## src/design/itra_pkg.sv

```systemverilog
// Shared types, constants and a helper function for the integer to ASCII converter.
`timescale 1ns / 1ps

package itra_pkg;

   localparam int VALUE_BITS  = 32;
   localparam int RADIX_W     = 6;
   localparam int CHAR_W      = 8;
   localparam int RADIX_MIN   = 2;
   localparam int RADIX_MAX   = 36;
   localparam int RADIX_DEC   = 10;
   localparam int DIGIT_NINE  = 9;
   localparam int STEP_BITS   = 4;
   localparam int DIV_CYCLES  = VALUE_BITS / STEP_BITS;
   localparam int DIV_CNT_W   = $clog2(DIV_CYCLES);
   localparam int DIGIT_CNT_W = $clog2(VALUE_BITS + 1);
   localparam int DIGIT_IDX_W = $clog2(VALUE_BITS);
   localparam int QUEUE_DEPTH = 2;
   localparam int QUEUE_PTR_W = $clog2(QUEUE_DEPTH);
   localparam int QUEUE_CNT_W = $clog2(QUEUE_DEPTH + 1);

   localparam logic [CHAR_W-1:0] CHAR_ZERO  = 8'h30;
   localparam logic [CHAR_W-1:0] CHAR_A_LC  = 8'h61;
   localparam logic [CHAR_W-1:0] CHAR_MINUS = 8'h2D;
   localparam logic [CHAR_W-1:0] CHAR_NULL  = 8'h00;

   typedef enum logic [1:0] {
      KIND_BAD  = 2'd0,
      KIND_ZERO = 2'd1,
      KIND_NUM  = 2'd2
   } kind_type;

   typedef struct packed {
      kind_type                kind;
      logic                    neg;
      logic [VALUE_BITS-1:0]   mag;
      logic [RADIX_W-1:0]      radix;
   } job_type;

   function automatic logic [CHAR_W-1:0] digit_to_char(input logic [RADIX_W-1:0] d);
      logic [CHAR_W-1:0] d_ext;
      d_ext = CHAR_W'(d);
      if (d > RADIX_W'(DIGIT_NINE)) begin
         digit_to_char = d_ext - CHAR_W'(RADIX_DEC) + CHAR_A_LC;
      end else begin
         digit_to_char = d_ext + CHAR_ZERO;
      end
   endfunction

endpackage

```

## src/design/itra_front.sv

```systemverilog
// Front stage: accepts a conversion request, classifies it and hands it to the queue.
`timescale 1ns / 1ps

module itra_front (
   input  logic                                     clock,
   input  logic                                     reset,
   input  logic                                     start,
   input  logic signed [itra_pkg::VALUE_BITS-1:0]   req_value,
   input  logic        [itra_pkg::RADIX_W-1:0]      req_radix,
   input  logic                                     queue_full,
   output logic                                     busy,
   output logic                                     push,
   output itra_pkg::job_type                        push_job
);

   logic                 valid_ff;
   logic                 valid_in;
   itra_pkg::job_type    job_ff;
   itra_pkg::job_type    job_in;
   itra_pkg::job_type    classified;
   logic                 accept;
   logic [itra_pkg::VALUE_BITS-1:0] raw;

   assign push   = valid_ff && !queue_full;
   assign busy   = valid_ff && queue_full;
   assign accept = start && !busy;
   assign push_job = job_ff;

   always_comb begin
      raw = itra_pkg::VALUE_BITS'(req_value);
      classified.radix = req_radix;
      classified.neg   = 1'b0;
      classified.mag   = raw;
      if (req_radix < itra_pkg::RADIX_W'(itra_pkg::RADIX_MIN) ||
          req_radix > itra_pkg::RADIX_W'(itra_pkg::RADIX_MAX)) begin
         classified.kind = itra_pkg::KIND_BAD;
      end else if (raw == '0) begin
         classified.kind = itra_pkg::KIND_ZERO;
      end else begin
         classified.kind = itra_pkg::KIND_NUM;
         if (req_radix == itra_pkg::RADIX_W'(itra_pkg::RADIX_DEC) &&
             raw[itra_pkg::VALUE_BITS-1]) begin
            classified.neg = 1'b1;
            classified.mag = itra_pkg::VALUE_BITS'(~raw + 1'b1);
         end
      end
   end

   always_comb begin
      valid_in = accept || (valid_ff && !push);
      job_in   = accept ? classified : job_ff;
   end

   always_ff @(posedge clock) begin
      if (reset) begin
         valid_ff <= 1'b0;
      end else begin
         valid_ff <= valid_in;
      end
   end

   always_ff @(posedge clock) begin
      job_ff <= job_in;
   end

endmodule

```

## src/design/itra_queue.sv

```systemverilog
// Short queue of classified requests between the front and back stages.
`timescale 1ns / 1ps

module itra_queue (
   input  logic                clock,
   input  logic                reset,
   input  logic                push,
   input  itra_pkg::job_type   push_job,
   input  logic                pop,
   output itra_pkg::job_type   pop_job,
   output logic                full,
   output logic                empty
);

   itra_pkg::job_type                  slot_ff [itra_pkg::QUEUE_DEPTH];
   logic [itra_pkg::QUEUE_PTR_W-1:0]   wr_ptr_ff;
   logic [itra_pkg::QUEUE_PTR_W-1:0]   wr_ptr_in;
   logic [itra_pkg::QUEUE_PTR_W-1:0]   rd_ptr_ff;
   logic [itra_pkg::QUEUE_PTR_W-1:0]   rd_ptr_in;
   logic [itra_pkg::QUEUE_CNT_W-1:0]   count_ff;
   logic [itra_pkg::QUEUE_CNT_W-1:0]   count_in;
   logic                               do_push;
   logic                               do_pop;

   assign full    = (count_ff == itra_pkg::QUEUE_CNT_W'(itra_pkg::QUEUE_DEPTH));
   assign empty   = (count_ff == '0);
   assign do_push = push && !full;
   assign do_pop  = pop && !empty;
   assign pop_job = slot_ff[rd_ptr_ff];

   always_comb begin
      wr_ptr_in = do_push ? itra_pkg::QUEUE_PTR_W'(wr_ptr_ff + 1'b1) : wr_ptr_ff;
      rd_ptr_in = do_pop  ? itra_pkg::QUEUE_PTR_W'(rd_ptr_ff + 1'b1) : rd_ptr_ff;
      count_in  = count_ff;
      if (do_push && !do_pop) begin
         count_in = itra_pkg::QUEUE_CNT_W'(count_ff + 1'b1);
      end else if (do_pop && !do_push) begin
         count_in = itra_pkg::QUEUE_CNT_W'(count_ff - 1'b1);
      end
   end

   always_ff @(posedge clock) begin
      if (reset) begin
         wr_ptr_ff <= '0;
         rd_ptr_ff <= '0;
         count_ff  <= '0;
      end else begin
         wr_ptr_ff <= wr_ptr_in;
         rd_ptr_ff <= rd_ptr_in;
         count_ff  <= count_in;
      end
   end

   always_ff @(posedge clock) begin
      if (do_push) begin
         slot_ff[wr_ptr_ff] <= push_job;
      end
   end

endmodule

```

## src/design/itra_back.sv

```systemverilog
// Back stage: divides out the digits, stacks them and emits the characters.
`timescale 1ns / 1ps

module itra_back (
   input  logic                                clock,
   input  logic                                reset,
   input  logic                                queue_empty,
   input  itra_pkg::job_type                   queue_job,
   output logic                                pop,
   output logic                                rsp_valid,
   output logic [itra_pkg::CHAR_W-1:0]         rsp_char_code,
   output logic                                rsp_last_char,
   output logic                                rsp_bad_radix
);

   typedef enum logic [3:0] {
      ST_IDLE  = 4'b0001,
      ST_DIV   = 4'b0010,
      ST_SIGN  = 4'b0100,
      ST_DIGIT = 4'b1000
   } state_type;

   state_type                            state_ff;
   state_type                            state_in;
   logic [itra_pkg::VALUE_BITS-1:0]      quo_ff;
   logic [itra_pkg::VALUE_BITS-1:0]      quo_in;
   logic [itra_pkg::RADIX_W-1:0]         rem_ff;
   logic [itra_pkg::RADIX_W-1:0]         rem_in;
   logic [itra_pkg::RADIX_W-1:0]         radix_ff;
   logic [itra_pkg::RADIX_W-1:0]         radix_in;
   logic                                 neg_ff;
   logic                                 neg_in;
   logic [itra_pkg::DIV_CNT_W-1:0]       cnt_ff;
   logic [itra_pkg::DIV_CNT_W-1:0]       cnt_in;
   logic [itra_pkg::DIGIT_CNT_W-1:0]     nd_ff;
   logic [itra_pkg::DIGIT_CNT_W-1:0]     nd_in;
   logic [itra_pkg::RADIX_W-1:0]         stack_ff [itra_pkg::VALUE_BITS];
   logic                                 stack_we;
   logic                                 rsp_valid_ff;
   logic                                 rsp_valid_in;
   logic [itra_pkg::CHAR_W-1:0]          rsp_char_ff;
   logic [itra_pkg::CHAR_W-1:0]          rsp_char_in;
   logic                                 rsp_last_ff;
   logic                                 rsp_last_in;
   logic                                 rsp_bad_ff;
   logic                                 rsp_bad_in;
   logic [itra_pkg::VALUE_BITS-1:0]      step_quo;
   logic [itra_pkg::RADIX_W-1:0]         step_rem;
   logic [itra_pkg::RADIX_W:0]           trial;
   logic [itra_pkg::DIGIT_CNT_W-1:0]     nd_dec;
   logic [itra_pkg::RADIX_W-1:0]         top_digit;

   assign pop           = (state_ff == ST_IDLE) && !queue_empty;
   assign rsp_valid     = rsp_valid_ff;
   assign rsp_char_code = rsp_char_ff;
   assign rsp_last_char = rsp_last_ff;
   assign rsp_bad_radix = rsp_bad_ff;
   assign nd_dec        = itra_pkg::DIGIT_CNT_W'(nd_ff - 1'b1);
   assign top_digit     = stack_ff[nd_dec[itra_pkg::DIGIT_IDX_W-1:0]];

   // Restoring division, several quotient bits per cycle.
   always_comb begin
      step_quo = quo_ff;
      step_rem = rem_ff;
      trial    = '0;
      for (int i = 0; i < itra_pkg::STEP_BITS; i++) begin
         trial    = {step_rem, step_quo[itra_pkg::VALUE_BITS-1]};
         step_quo = {step_quo[itra_pkg::VALUE_BITS-2:0], 1'b0};
         if (trial >= {1'b0, radix_ff}) begin
            trial       = trial - {1'b0, radix_ff};
            step_quo[0] = 1'b1;
         end
         step_rem = trial[itra_pkg::RADIX_W-1:0];
      end
   end

   always_comb begin
      state_in     = state_ff;
      quo_in       = quo_ff;
      rem_in       = rem_ff;
      radix_in     = radix_ff;
      neg_in       = neg_ff;
      cnt_in       = cnt_ff;
      nd_in        = nd_ff;
      stack_we     = 1'b0;
      rsp_valid_in = 1'b0;
      rsp_char_in  = rsp_char_ff;
      rsp_last_in  = rsp_last_ff;
      rsp_bad_in   = rsp_bad_ff;
      case (state_ff)
         ST_IDLE: begin
            if (!queue_empty) begin
               case (queue_job.kind)
                  itra_pkg::KIND_BAD: begin
                     rsp_valid_in = 1'b1;
                     rsp_char_in  = itra_pkg::CHAR_NULL;
                     rsp_last_in  = 1'b1;
                     rsp_bad_in   = 1'b1;
                  end
                  itra_pkg::KIND_ZERO: begin
                     rsp_valid_in = 1'b1;
                     rsp_char_in  = itra_pkg::CHAR_ZERO;
                     rsp_last_in  = 1'b1;
                     rsp_bad_in   = 1'b0;
                  end
                  default: begin
                     quo_in   = queue_job.mag;
                     rem_in   = '0;
                     radix_in = queue_job.radix;
                     neg_in   = queue_job.neg;
                     cnt_in   = '0;
                     nd_in    = '0;
                     state_in = ST_DIV;
                  end
               endcase
            end
         end
         ST_DIV: begin
            quo_in = step_quo;
            rem_in = step_rem;
            cnt_in = itra_pkg::DIV_CNT_W'(cnt_ff + 1'b1);
            if (cnt_ff == itra_pkg::DIV_CNT_W'(itra_pkg::DIV_CYCLES - 1)) begin
               stack_we = 1'b1;
               nd_in    = itra_pkg::DIGIT_CNT_W'(nd_ff + 1'b1);
               rem_in   = '0;
               if (step_quo == '0) begin
                  state_in = neg_ff ? ST_SIGN : ST_DIGIT;
               end
            end
         end
         ST_SIGN: begin
            rsp_valid_in = 1'b1;
            rsp_char_in  = itra_pkg::CHAR_MINUS;
            rsp_last_in  = 1'b0;
            rsp_bad_in   = 1'b0;
            state_in     = ST_DIGIT;
         end
         ST_DIGIT: begin
            rsp_valid_in = 1'b1;
            rsp_char_in  = itra_pkg::digit_to_char(top_digit);
            rsp_last_in  = (nd_dec == '0);
            rsp_bad_in   = 1'b0;
            nd_in        = nd_dec;
            if (nd_dec == '0) begin
               state_in = ST_IDLE;
            end
         end
         default: begin
            state_in = ST_IDLE;
         end
      endcase
   end

   always_ff @(posedge clock) begin
      if (reset) begin
         state_ff     <= ST_IDLE;
         rsp_valid_ff <= 1'b0;
      end else begin
         state_ff     <= state_in;
         rsp_valid_ff <= rsp_valid_in;
      end
   end

   always_ff @(posedge clock) begin
      quo_ff      <= quo_in;
      rem_ff      <= rem_in;
      radix_ff    <= radix_in;
      neg_ff      <= neg_in;
      cnt_ff      <= cnt_in;
      nd_ff       <= nd_in;
      rsp_char_ff <= rsp_char_in;
      rsp_last_ff <= rsp_last_in;
      rsp_bad_ff  <= rsp_bad_in;
      if (stack_we) begin
         stack_ff[nd_ff[itra_pkg::DIGIT_IDX_W-1:0]] <= step_rem;
      end
   end

endmodule

```

## src/design/integer_to_radix_ascii_core.sv

```systemverilog
// Top level of the integer to radix ASCII converter.
`timescale 1ns / 1ps

// Converts a 32-bit value to ASCII digits in a base from 2 to 36 (signed in
// base 10, else taken as unsigned), most significant digit first, one
// character per cycle on the rsp_ ports with rsp_valid as strobe and
// rsp_last_char on the final one; the receiver cannot stall, so characters
// arrive back to back. A request is taken when start is high and busy is low;
// the front register and a two-entry queue let up to three requests wait while
// one is converted. Each digit costs one full pass of the divider, which
// retires four quotient bits per cycle over the 32-bit value, and each
// character is then emitted from the digit stack. Zero and a bad radix give
// their single result without using the divider.
module integer_to_radix_ascii_core (
   input  logic                                     clock,
   input  logic                                     reset,
   input  logic                                     start,
   output logic                                     busy,
   input  logic signed [itra_pkg::VALUE_BITS-1:0]   req_value,
   input  logic        [itra_pkg::RADIX_W-1:0]      req_radix,
   output logic                                     rsp_valid,
   output logic        [itra_pkg::CHAR_W-1:0]       rsp_char_code,
   output logic                                     rsp_last_char,
   output logic                                     rsp_bad_radix
);

   logic                 queue_full;
   logic                 queue_empty;
   logic                 push;
   logic                 pop;
   itra_pkg::job_type    push_job;
   itra_pkg::job_type    pop_job;

   itra_front u_front (
      .clock      (clock),
      .reset      (reset),
      .start      (start),
      .req_value  (req_value),
      .req_radix  (req_radix),
      .queue_full (queue_full),
      .busy       (busy),
      .push       (push),
      .push_job   (push_job)
   );

   itra_queue u_queue (
      .clock    (clock),
      .reset    (reset),
      .push     (push),
      .push_job (push_job),
      .pop      (pop),
      .pop_job  (pop_job),
      .full     (queue_full),
      .empty    (queue_empty)
   );

   itra_back u_back (
      .clock         (clock),
      .reset         (reset),
      .queue_empty   (queue_empty),
      .queue_job     (pop_job),
      .pop           (pop),
      .rsp_valid     (rsp_valid),
      .rsp_char_code (rsp_char_code),
      .rsp_last_char (rsp_last_char),
      .rsp_bad_radix (rsp_bad_radix)
   );

endmodule

```

## config.mk

```make
export PLATFORM = sky130hd
export DESIGN_NAME = integer_to_radix_ascii_core
export DESIGN_NICKNAME = d
export VERILOG_FILES = /design/src/design/itra_pkg.sv /design/src/design/itra_front.sv /design/src/design/itra_queue.sv /design/src/design/itra_back.sv /design/src/design/integer_to_radix_ascii_core.sv
export SDC_FILE = /design/constraint.sdc
export NUM_CORES = 1
export LEC_CHECK = 0
export BUFFER_PORTS_ARGS = -buffer_cell sky130_fd_sc_hd__buf_2
export CORE_MARGIN = 5
export CORE_UTILIZATION = 65
export CTS_BUF_LIST = sky130_fd_sc_hd__clkbuf_4
export CTS_CLUSTER_SIZE = 20
export DETAILED_ROUTE_END_ITERATION = 6
export GPL_ROUTABILITY_DRIVEN = 0
export GPL_TIMING_DRIVEN = 0
export PLACE_DENSITY = 0.9
export REMOVE_ABC_BUFFERS = 1
export SLEW_MARGIN = 40
export SYNTH_ARGS = -nofsm -noshare
export SYNTH_HDL_FRONTEND = slang
export SYNTH_SLANG_ARGS = --single-unit
export TNS_END_PERCENT = 5
```

## constraint.sdc

```tcl
create_clock -name clock -period 25.7 [get_ports clock]
set_input_delay 2.57 -clock clock [delete_from_list [all_inputs] [get_ports clock]]
set_output_delay 2.57 -clock clock [all_outputs]
set_load 0.005 [all_outputs]
```

After elaboration in Yosys (flattened, before gate mapping)
Memories as Yosys holds them, arrays and structs flattened. A register that Yosys moved wholly into a read port is not among the register bits.
Index checks and enable logic that the tools add are counted.

word-level totals
  flip-flop bits (word level) = 115
  bits in latches = 0
  memory bits (writable) = 274
  memory bits (read-only) = 0
  output and inout port bits = 12
  memories = 2

cells by class
  add/subtract/negate cells = 15
  multiply operators = 0
  div/mod/pow operators = 0
  $lt $le $gt $ge = 7
  equal/unequal tests = 15
  shifts and indexed selects = 0
  multiplexer cells = 54
  bitwise gates (word level) = 3
  reductions and logical operators = 38

memory list
  memory           depth  width  rd ports  clocked after memory_dff  write ports  line              text
  u_back.stack_ff  32     6      1         0                         1            itra_back.sv:37   logic [itra_pkg::RADIX_W-1:0] stack_ff [itra_pkg::VALUE_BITS];
  u_queue.slot_ff  2      41     1         1                         1            itra_queue.sv:15  itra_pkg::job_type slot_ff [itra_pkg::QUEUE_DEPTH];

operators with widths
  kind                     number
  $mux W32                 4
  $logic_not A32 Y1        2
  $pmux W32 S2             1
  $mux W6                  8
  $mux W33                 1
  $add A32 B1 Y32 const B  1
  $not A32 Y32             1
  $ge A7 B6 Y1             4
  $mux W4                  6
  $pmux W8 S3              1
  $sub A6 B6 Y6            4
  $pmux W6 S3              1
  $mux W1                  17
  $mux W8                  2
  $pmux W4 S4              1
  $pmux W8 S2              1
  $reduce_and A3 Y1        5
  $pmux W6 S2              1
  $logic_and A1 B1 Y1      10
  $add A8 B7 Y8 const B    1
  $add A6 B6 Y7 const B    1
  $sub A6 B4 Y7 const B    1
  $add A6 B1 Y6 const B    1
  $eq A6 B4 Y1 const B     1
  other kinds (33)         56

Logic depth before layout (Yosys ltp)
Gate-level depths: netlist (run 1).

  depth after elaboration = 12
  gate-level depth with buffers = 37
  depth with buffers taken out = 37

Hierarchy
From an unflattened synthesis (run 1), not the netlist that was laid out.

unflattened totals
  cell total of the unflattened synthesis = 1128
  area total of the unflattened synthesis = 17638.2 sq um

by module, submodules not included
  module      instances  cells each  area each (sq um)  seq. area each (sq um)
  itra_back   1          810         12404.4            7787.5
  itra_queue  1          153         3166.8             2562.5
  itra_front  1          165         2067.0             1251.2

Least setup slack after synthesis (run 1)
No wires, ideal clock.

  path type = register -> register
  from = register u_back.radix_ff[1] (netlist bit)
  to = memory u_back.stack_ff[0][5] (netlist bit) (data pin)
  setup time = 0.445 ns
  arrival = 8.045 ns
  slack = 17.210 ns
  stages on the path, launching flop included = 34
  cells stage by stage = edfxtp_1 -> inv_1 -> ha_1 -> a21oi_1 -> o21ai_2 -> a21oi_4 -> nor2_1 -> a21oi_1 -> inv_1 -> ha_1 -> nor2b_1 -> o21ai_1 -> a21oi_1 -> o21a_1 -> o21ai_1 -> nand2_1 -> o21ai_0 -> inv_1 -> ha_1 -> nor2b_1 -> o21ai_0 -> a21boi_1 -> o31a_1 -> nand2b_1 -> a21oi_4 -> mux2_2 -> ha_1 -> and4_1 -> a31oi_1 -> o21ai_0 -> a211oi_1 -> o21ai_0 -> nor3b_1 -> nor3_1

on the way
  word-level cells in the longest chain between the ends = 8
  elaborated cells on any way between the ends = 12

ends and longest elaborated chain
  element                                               line                              text
  from (decl)                                           itra_back.sv:29                   logic [itra_pkg::RADIX_W-1:0] radix_ff;
  from (signal assigned)                                itra_back.sv:167                  radix_ff <= radix_in;
  $sub A6 B6 Y6 / $ge A7 B6 Y1 (equally long branches)  itra_back.sv:70, itra_back.sv:69
  $mux W6                                               itra_back.sv:69                   if (trial >= {1'b0, radix_ff}) begin
  $sub A6 B6 Y6 / $ge A7 B6 Y1 (equally long branches)  itra_back.sv:70, itra_back.sv:69
  $mux W6                                               itra_back.sv:69
  $sub A6 B6 Y6 / $ge A7 B6 Y1 (equally long branches)  itra_back.sv:70, itra_back.sv:69
  $mux W6                                               itra_back.sv:69
  $sub A6 B6 Y6 / $ge A7 B6 Y1 (equally long branches)  itra_back.sv:70, itra_back.sv:69
  $mux W6 (*)                                           itra_back.sv:69
  net u_back.trial (one bit)                            itra_back.sv:49                   logic [itra_pkg::RADIX_W:0] trial;
  to (decl)                                             itra_back.sv:37

The timed path passes the listed nets; every way through them passes the cells marked *.

Final worst setup path (run 1)
  from = register u_back.radix_ff[3] (netlist bit)
  to = memory u_back.stack_ff[29][5] (netlist bit) (data pin)

on the way
  word-level cells in the longest chain between the ends = 8
  elaborated cells on any way between the ends = 12

ends and longest elaborated chain
  element                                               line
  $sub A6 B6 Y6 / $ge A7 B6 Y1 (equally long branches)  itra_back.sv:70, itra_back.sv:69
  $mux W6                                               itra_back.sv:69
  $sub A6 B6 Y6 / $ge A7 B6 Y1 (equally long branches)  itra_back.sv:70, itra_back.sv:69
  $mux W6                                               itra_back.sv:69
  $ge A7 B6 Y1 / $sub A6 B6 Y6 (equally long branches)  itra_back.sv:69, itra_back.sv:70
  $mux W6                                               itra_back.sv:69
  $sub A6 B6 Y6 / $ge A7 B6 Y1 (equally long branches)  itra_back.sv:70, itra_back.sv:69
  $mux W6 (*)                                           itra_back.sv:69
  net u_back.trial (one bit)                            itra_back.sv:49

Marks and branches as above.

==> results of run 1 <==
sequential cells by signal, summed over array words and instances, names as in the netlist, 2 cells and up, named ones only:
| signal | cells |
|---|---|
| u_back.stack_ff | 192 |
| u_queue.slot_ff | 82 |
| u_front.push_job | 41 |
| u_back.quo_ff | 32 |
| u_back.rsp_char_code | 8 |
| u_back.nd_ff | 6 |
| u_back.radix_ff | 6 |
| u_back.rem_ff | 6 |
| u_back.state_ff | 4 |
| u_back.cnt_ff | 3 |
| u_queue.count_ff | 2 |
worst max-delay path by stage:
stage / start / end / cells after the start
floorplan: u_back.radix_ff[1]$_DFFE_PP_ / u_back.stack_ff[0][5]$_DFFE_PP_ / 33
global placement: u_back.state_ff[1]$_SDFFE_PP0P_ / u_back.stack_ff[18][1]$_DFFE_PP_ / 3
detailed placement: u_back.radix_ff[1]$_DFFE_PP_ / u_back.stack_ff[10][5]$_DFFE_PP_ / 35
CTS: u_back.radix_ff[3]$_DFFE_PP_ / u_back.stack_ff[31][5]$_DFFE_PP_ / 36
global route: u_back.radix_ff[1]$_DFFE_PP_ / u_back.stack_ff[30][5]$_DFFE_PP_ / 35
finish: u_back.radix_ff[3]$_DFFE_PP_ / u_back.stack_ff[29][5]$_DFFE_PP_ / 36
cell usage after synthesis, types with 3 or more instances:
cell,number,area (sq um)
o21ai_0,56,280.3
edfxtp_1,379,11380
or2_2,4,25.02
mux2_2,18,202.7
buf_2,4,20.02
nor4_1,11,68.82
nand3b_1,7,52.55
nor3b_1,3,22.52
a21o_1,6,45.04
mux4_2,52,1171
xnor2_1,38,332.8
buf_6,6,67.56
nor2_1,81,304.0
and2_1,4,25.02
o21ai_1,11,55.05
nor4b_1,5,43.79
o31ai_1,9,67.56
mux4_1,4,105.1
fa_1,4,80.08
nand2_1,51,191.4
o21a_1,5,37.54
ha_1,39,488.0
nand3_1,16,80.08
a21oi_1,27,135.1
xor2_1,18,157.7
nor3_1,16,80.08
or3_1,6,37.54
nand2b_1,10,62.56
buf_1,3,11.26
clkbuf_1,22,82.58
a211oi_1,5,37.54
a31oi_1,5,31.28
and3_1,5,31.28
nand4_1,4,25.02
nor2b_1,13,81.33
inv_1,34,127.6
dfxtp_1,11,220.2
o41ai_1,4,35.03
o22ai_1,3,18.77
mux2i_1,52,520.5
layer usage:
layer,up-vias,GRT usage
li1,4568,-
met2,538,0.4041
met5,-,0
met3,110,0.04345
met1,4917,0.2953
met4,0,0.1071
cell families after synthesis:
family	Yosys count	synth area share
flip-flops	390	0.6717
AND/OR/NAND/NOR	249	0.07230
AO/OA/AOI/OAI	148	0.05376
multiplexers	130	0.1200
buffers and inverters	73	0.01898
XOR/XNOR	58	0.03028
adder cells (fa/ha/maj)	43	0.03289
critical path, delay by kind of cell (launching register included):
| family | cells | cell delay [ns] |
|---|---|---|
| flip-flops | 1 | 0.39 |
| AO/OA/AOI/OAI | 18 | 4.58 |
| adder cells (fa/ha/maj) | 4 | 1.25 |
| multiplexers | 1 | 0.42 |
| buffers and inverters | 5 | 0.95 |
| AND/OR/NAND/NOR | 8 | 1.74 |
cell usage in the layout (no fill, tap or decap), types with 7 or more instances in the layout:
cell type / instances
nor4_1: 11
buf_2: 61
o31ai_1: 9
edfxtp_1: 379
xor2_1: 18
inv_1: 34
mux4_2: 52
nand3b_1: 7
mux2i_1: 51
nand2b_1: 10
nand3_1: 16
mux2_2: 18
dfxtp_1: 10
o21ai_1: 11
clkinv_1: 14
nor3_1: 15
nor2b_1: 12
o21ai_0: 56
buf_6: 7
xnor2_1: 36
ha_1: 38
a21oi_1: 27
nand2_1: 51
nor2_1: 80
clkbuf_4: 134
through the flow:
stage	hold slack, ns	instance area, sq um
final	0.4341	19360
after floorplan	0.4215	17080
after global routing	0.4399	19360
after detailed placement	0.4296	18180
after CTS	0.4338	19350
after global placement	0.4223	17760
final cells by class:
cell class                 count  area, sq um
sequential                   390        11600
fill                        1466         6773
multi-input combinational    628         5435
clock buffer                 134         1006
timing repair buffer          82        591.8
tap                          335        419.2
clock inverter                23        161.4
inverter                      37        138.9
antenna                        1        2.502
==> impl_metrics.json, run 1 <==
{
  "finalSetupTns_ns": 0,
  "synthFlopType": "edfxtp_1",
  "routed_via_density": 6.217,
  "drv_slew": 0,
  "ys_ff_latch": 390,
  "synthCells": 1091,
  "synth_edf_count": 379,
  "htree_levels": 3,
  "initial_core_util": 0.6609,
  "die_area_sq_mm": 0.02993,
  "drt_iter0_drc": 1130,
  "vias": 10130,
  "clock_skew_ns": 0.05843,
  "clock_path_buffers": 3,
  "period_minus_slack_ns": 9.549,
  "reg2regPathDepth": 36,
  "dieHeight_microns": 173,
  "fmax_mhz": 104.7,
  "critPathLaunchType": "flip-flop",
  "holdPathStages": 0,
  "antenna_found_initial": 3,
  "r2r_end": "u_back.stack_ff[29][5]$_DFFE_PP_",
  "dpl.hpwl_mm": 23.80,
  "setup_viol": 0,
  "required_ns": 26.23,
  "worst_slack_ns": 16.15,
  "die_x_microns": 173,
  "seq_area_frac_synth": 0.6717,
  "end_kind": "flip-flop",
  "yosysUniqueCellTypes": 69,
  "min_from": "u_front.push_job[17]$_DFFE_PP_",
  "cts_hold_buf": 0,
  "coreArea_sq_mm": 0.02613,
  "dp_cells": 1472,
  "synth_area_sq_mm": 0.01727,
  "synth_warnings": 0,
  "slew-limit-headroom": 0.4872,
  "drt_pass1_iterations": 5,
  "top_layer": "met4",
  "drive_gt1_frac": 0.2581,
  "worstMarginPinSlew_ns": 0.7621,
  "grt.total_usage": 0.2356,
  "grt_max_degree": 40,
  "status": "completed",
  "grt_setup_unrepaired": "false",
  "cts_resized": 0,
  "routedWlPerCell_microns": 21.50,
  "ant_nets": 0,
  "grt_overflow_total": 0,
  "whs_endpoint": "u_queue.slot_ff[0][17]$_DFFE_PP_",
  "grt_pass1_vias": 10600,
  "cts_tree": "yes",
  "arrival_ns": 10.08,
  "avgSynthCellArea_sq_um": 15.83,
  "clock_latency_ns": 0.74,
  "routed_wl_mm": 35.04,
  "instances_no_fill": 1630,
  "crit_slowest_cell": "o21ai_0",
  "critPathMaxStageDelay_ns": 0.55,
  "cap_violations": 0,
  "hold_class": "reg -> reg",
  "postCtsSetupRepairBufs": 0,
  "dr_wl_met2_mm": 17.88,
  "rrSetupSlack_ns": 16.15,
  "cts.reportedPaths.clkPinSlew_ns": 0.06,
  "critPathKind": "reg -> reg",
  "ios": 53,
  "fin_util": 0.7408,
  "m1WireLength_mm": 12.96,
  "syn2layout_area_growth_pct": 12.10,
  "grt_pass1_wl_mm": 55.49,
  "r2r_start": "u_back.radix_ff[3]$_DFFE_PP_",
  "route.met3.wl_mm": 2.782,
  "fin_crit_sh": 0.3716,
  "drcViolationCount": 0,
  "cts_root_buffer": "clkbuf_4",
  "crit_fanout": 13,
  "port_buffers": 52,
  "cts.sinks": 390,
  "rows": 59,
  "hold_viol": 0,
  "cts_made_buffers": 92,
  "dpl_worst_slack_ns": 16.44,
  "async_reset_ff_frac": 0,
  "final_nets": 1315
}
Power of run 1 is left out: the tool's default activity adds up to more than one toggle a clock period on the data nets, which glitch-free logic cannot reach.
==> run 2, diff against run 1 <==
Settings changed: ABC_AREA set to 1, CORE_UTILIZATION 65 to 58, PLACE_DENSITY 0.9 to 0.85.
Clock period 25.7 ns to 7.7 ns, I/O delays scaled along.
==> impl_metrics.json, run 2 <==
{
  "final_nets": 1857,
  "synth_commonest_cells": "edfxtp_1 (379), nand2_1 (303), nor2_1 (275)",
  "synth_edf_count": 379,
  "yosysTopAreaCell": "edfxtp_1",
  "layout_common_cells": "edfxtp_1 (379), nand2_1 (299), nor2_1 (273)",
  "yosysTopAreaCellShare": 0.6309,
  "drv_slew": 0,
  "syn2layout_area_growth_pct": 11.42,
  "avgSynthCellArea_sq_um": 10.85,
  "dpl.hpwl_mm": 26.23,
  "yosysUniqueCellTypes": 53,
  "grtUsageMet2": 0.3903,
  "antenna_found_initial": 1,
  "cts_hold_buf": 0,
  "synthCells": 1663,
  "reg2regPathDepth": 41,
  "die_area_sq_mm": 0.03473,
  "clock_path_buffers": 3,
  "end_kind": "flip-flop",
  "crit_start": "u_back.radix_ff[2]$_DFFE_PP_",
  "seq_area_frac_synth": 0.6431,
  "arrival_ns": 7.60,
  "fin_crit_sh": 0.9396,
  "grt_max_degree": 102,
  "cpMostUsedCell": "nand2_1",
  "largest_reg_flops": 192,
  "drcViolationCount": 0,
  "fin_util": 0.6554,
  "initial_core_util": 0.5882,
  "cts_tree": "yes",
  "grt_util_met3": 0.04671,
  "clock_skew_ns": 0.08936,
  "synth_warnings": 0,
  "fmax_mhz": 138.2,
  "cts.sinks": 390,
  "dieHeight_microns": 186.4,
  "ant_nets": 0,
  "slew-limit-headroom": 0.4642,
  "cts_root_buffer": "clkbuf_4",
  "async_reset_ff_frac": 0,
  "grt_pass1_wl_mm": 64.39,
  "coreArea_sq_mm": 0.03067,
  "critPathCapture": "u_back.stack_ff[8][0]$_DFFE_PP_",
  "cap_violations": 0,
  "dpl_worst_slack_ns": 0.2965,
  "routed_wl_mm": 40.33,
  "fill_cells": 2167,
  "cts.reportedPaths.clkPinSlew_ns": 0.07,
  "routedWlPerCell_microns": 18.03,
  "critPathLaunchType": "flip-flop",
  "grt_pass1_vias": 13080,
  "hold_viol": 0,
  "worst_slack_ns": 0.4649,
  "ios": 53,
  "port_buffers": 52,
  "mostFrequentLayoutCell": "edfxtp_1",
  "worstMarginPinSlew_ns": 0.8000,
  "grt.total_usage": 0.2253,
  "clock_latency_ns": 0.75,
  "grtUsageMet1": 0.2714,
  "rrSetupSlack_ns": 0.46,
  "setup_viol": 0,
  "busiest_layer": "met2",
  "drt_iter0_drc": 1663,
  "synth_area_leaders": "edfxtp_1 (63%), nand2_1 (6.3%), nor2_1 (5.7%)",
  "die_x_microns": 186.4,
  "critPathKind": "reg -> reg",
  "crit_fanout": 32,
  "cts_made_buffers": 95,
  "grt_overflow_total": 0,
  "drive_gt1_frac": 0.1663,
  "hold_class": "in -> reg",
  "required_ns": 8.06,
  "synth_area_sq_mm": 0.01804,
  "period_minus_slack_ns": 7.235,
  "routed_via_density": 5.803,
  "final_area_sq_mm": 0.02010,
  "critPathMaxStageDelay_ns": 0.36,
  "rows": 64,
  "status": "completed",
  "yosysMostFrequentCell": "edfxtp_1",
  "htree_levels": 3,
  "dpl_cell_area_sq_mm": 0.01879,
  "r2r_start": "u_back.radix_ff[2]$_DFFE_PP_",
  "ys_ff_latch": 390,
  "crit_slowest_cell": "ha_1",
  "synthFlopType": "edfxtp_1",
  "vias": 12980,
  "drt_pass1_iterations": 6,
  "r2r_end": "u_back.stack_ff[8][0]$_DFFE_PP_"
}
-- run 2: final cells by class --
type                            count  area [sq um]  share of cell area
Sequential cell                   390         11600              0.5772
Multi-Input combinational cell   1084          5741              0.2856
Clock buffer                      139          1044             0.05191
Timing Repair Buffer               72         556.8             0.02770
Inverter                          130         524.3             0.02608
Tap cell                          396         495.5             0.02465
Clock inverter                     25         135.1            0.006723
Antenna cell                        1         2.502           0.0001245
-- run 2: worst min-delay path by stage --
stage                                         startpoint                                to  slack (ns)  cells past startpoint
after floorplan            u_front.push_job[0]$_DFFE_PP_   u_queue.slot_ff[0][0]$_DFFE_PP_        0.42                      0
after global placement     u_front.push_job[3]$_DFFE_PP_   u_queue.slot_ff[0][3]$_DFFE_PP_        0.42                      0
after detailed placement  u_front.push_job[23]$_DFFE_PP_  u_queue.slot_ff[1][23]$_DFFE_PP_        0.43                      0
after CTS                                   req_radix[0]     u_front.push_job[0]$_DFFE_PP_        0.21                      1
after global routing                        req_radix[3]     u_front.push_job[3]$_DFFE_PP_        0.20                      1
final                                       req_radix[0]     u_front.push_job[0]$_DFFE_PP_        0.27                      1
-- run 2: what timing repair did --
action                                  4_1_cts  5_1_grt
buffers inserted                              0        2
gates resized for setup                       0       28
endpoints found under the setup margin        0      199
-- run 2: cell families (layout without fill, tap and decap cells) --
family,count (synthesis),in the layout,share of synthesized area
compound gates,216,216,0.06790
flops,390,390,0.6431
fa+ha+maj,43,43,0.03149
simple gates,780,780,0.1877
other cells,0,1,0
xor+xnor,43,43,0.02192
mux,2,2,0.001110
buf+inv,189,366,0.04682
-- run 2: metrics by stage --
stage | hold WS (ns) | setup TNS (ns) | cells
final | 0.2652 | 0 | 2237
after global routing | 0.2022 | -0.3016 | 2237
after CTS | 0.2069 | 0 | 2234
after detailed placement | 0.4321 | 0 | 2070
after global placement | 0.4229 | -10.54 | 2052
after floorplan | 0.4215 | 0 | 1604
-- run 2: critical path, delay by kind of cell, from the launching register on --
| kind | cells | cell delay (ns) |
|---|---|---|
| compound gates | 11 | 2.15 |
| buf+inv | 8 | 0.86 |
| simple gates | 18 | 2.15 |
| flops | 1 | 0.35 |
| fa+ha+maj | 4 | 1.34 |
-- run 2: routing by layer --
layer	vias up	wire length (microns)	part of all wire
met1	6123	14970	0.37
li1	6048	-	-
met3	132	3408	0.085
met4	0	1545	0.038
met5	-	0	0
met2	679	20410	0.51
Power of run 2 is left out for the same reason.
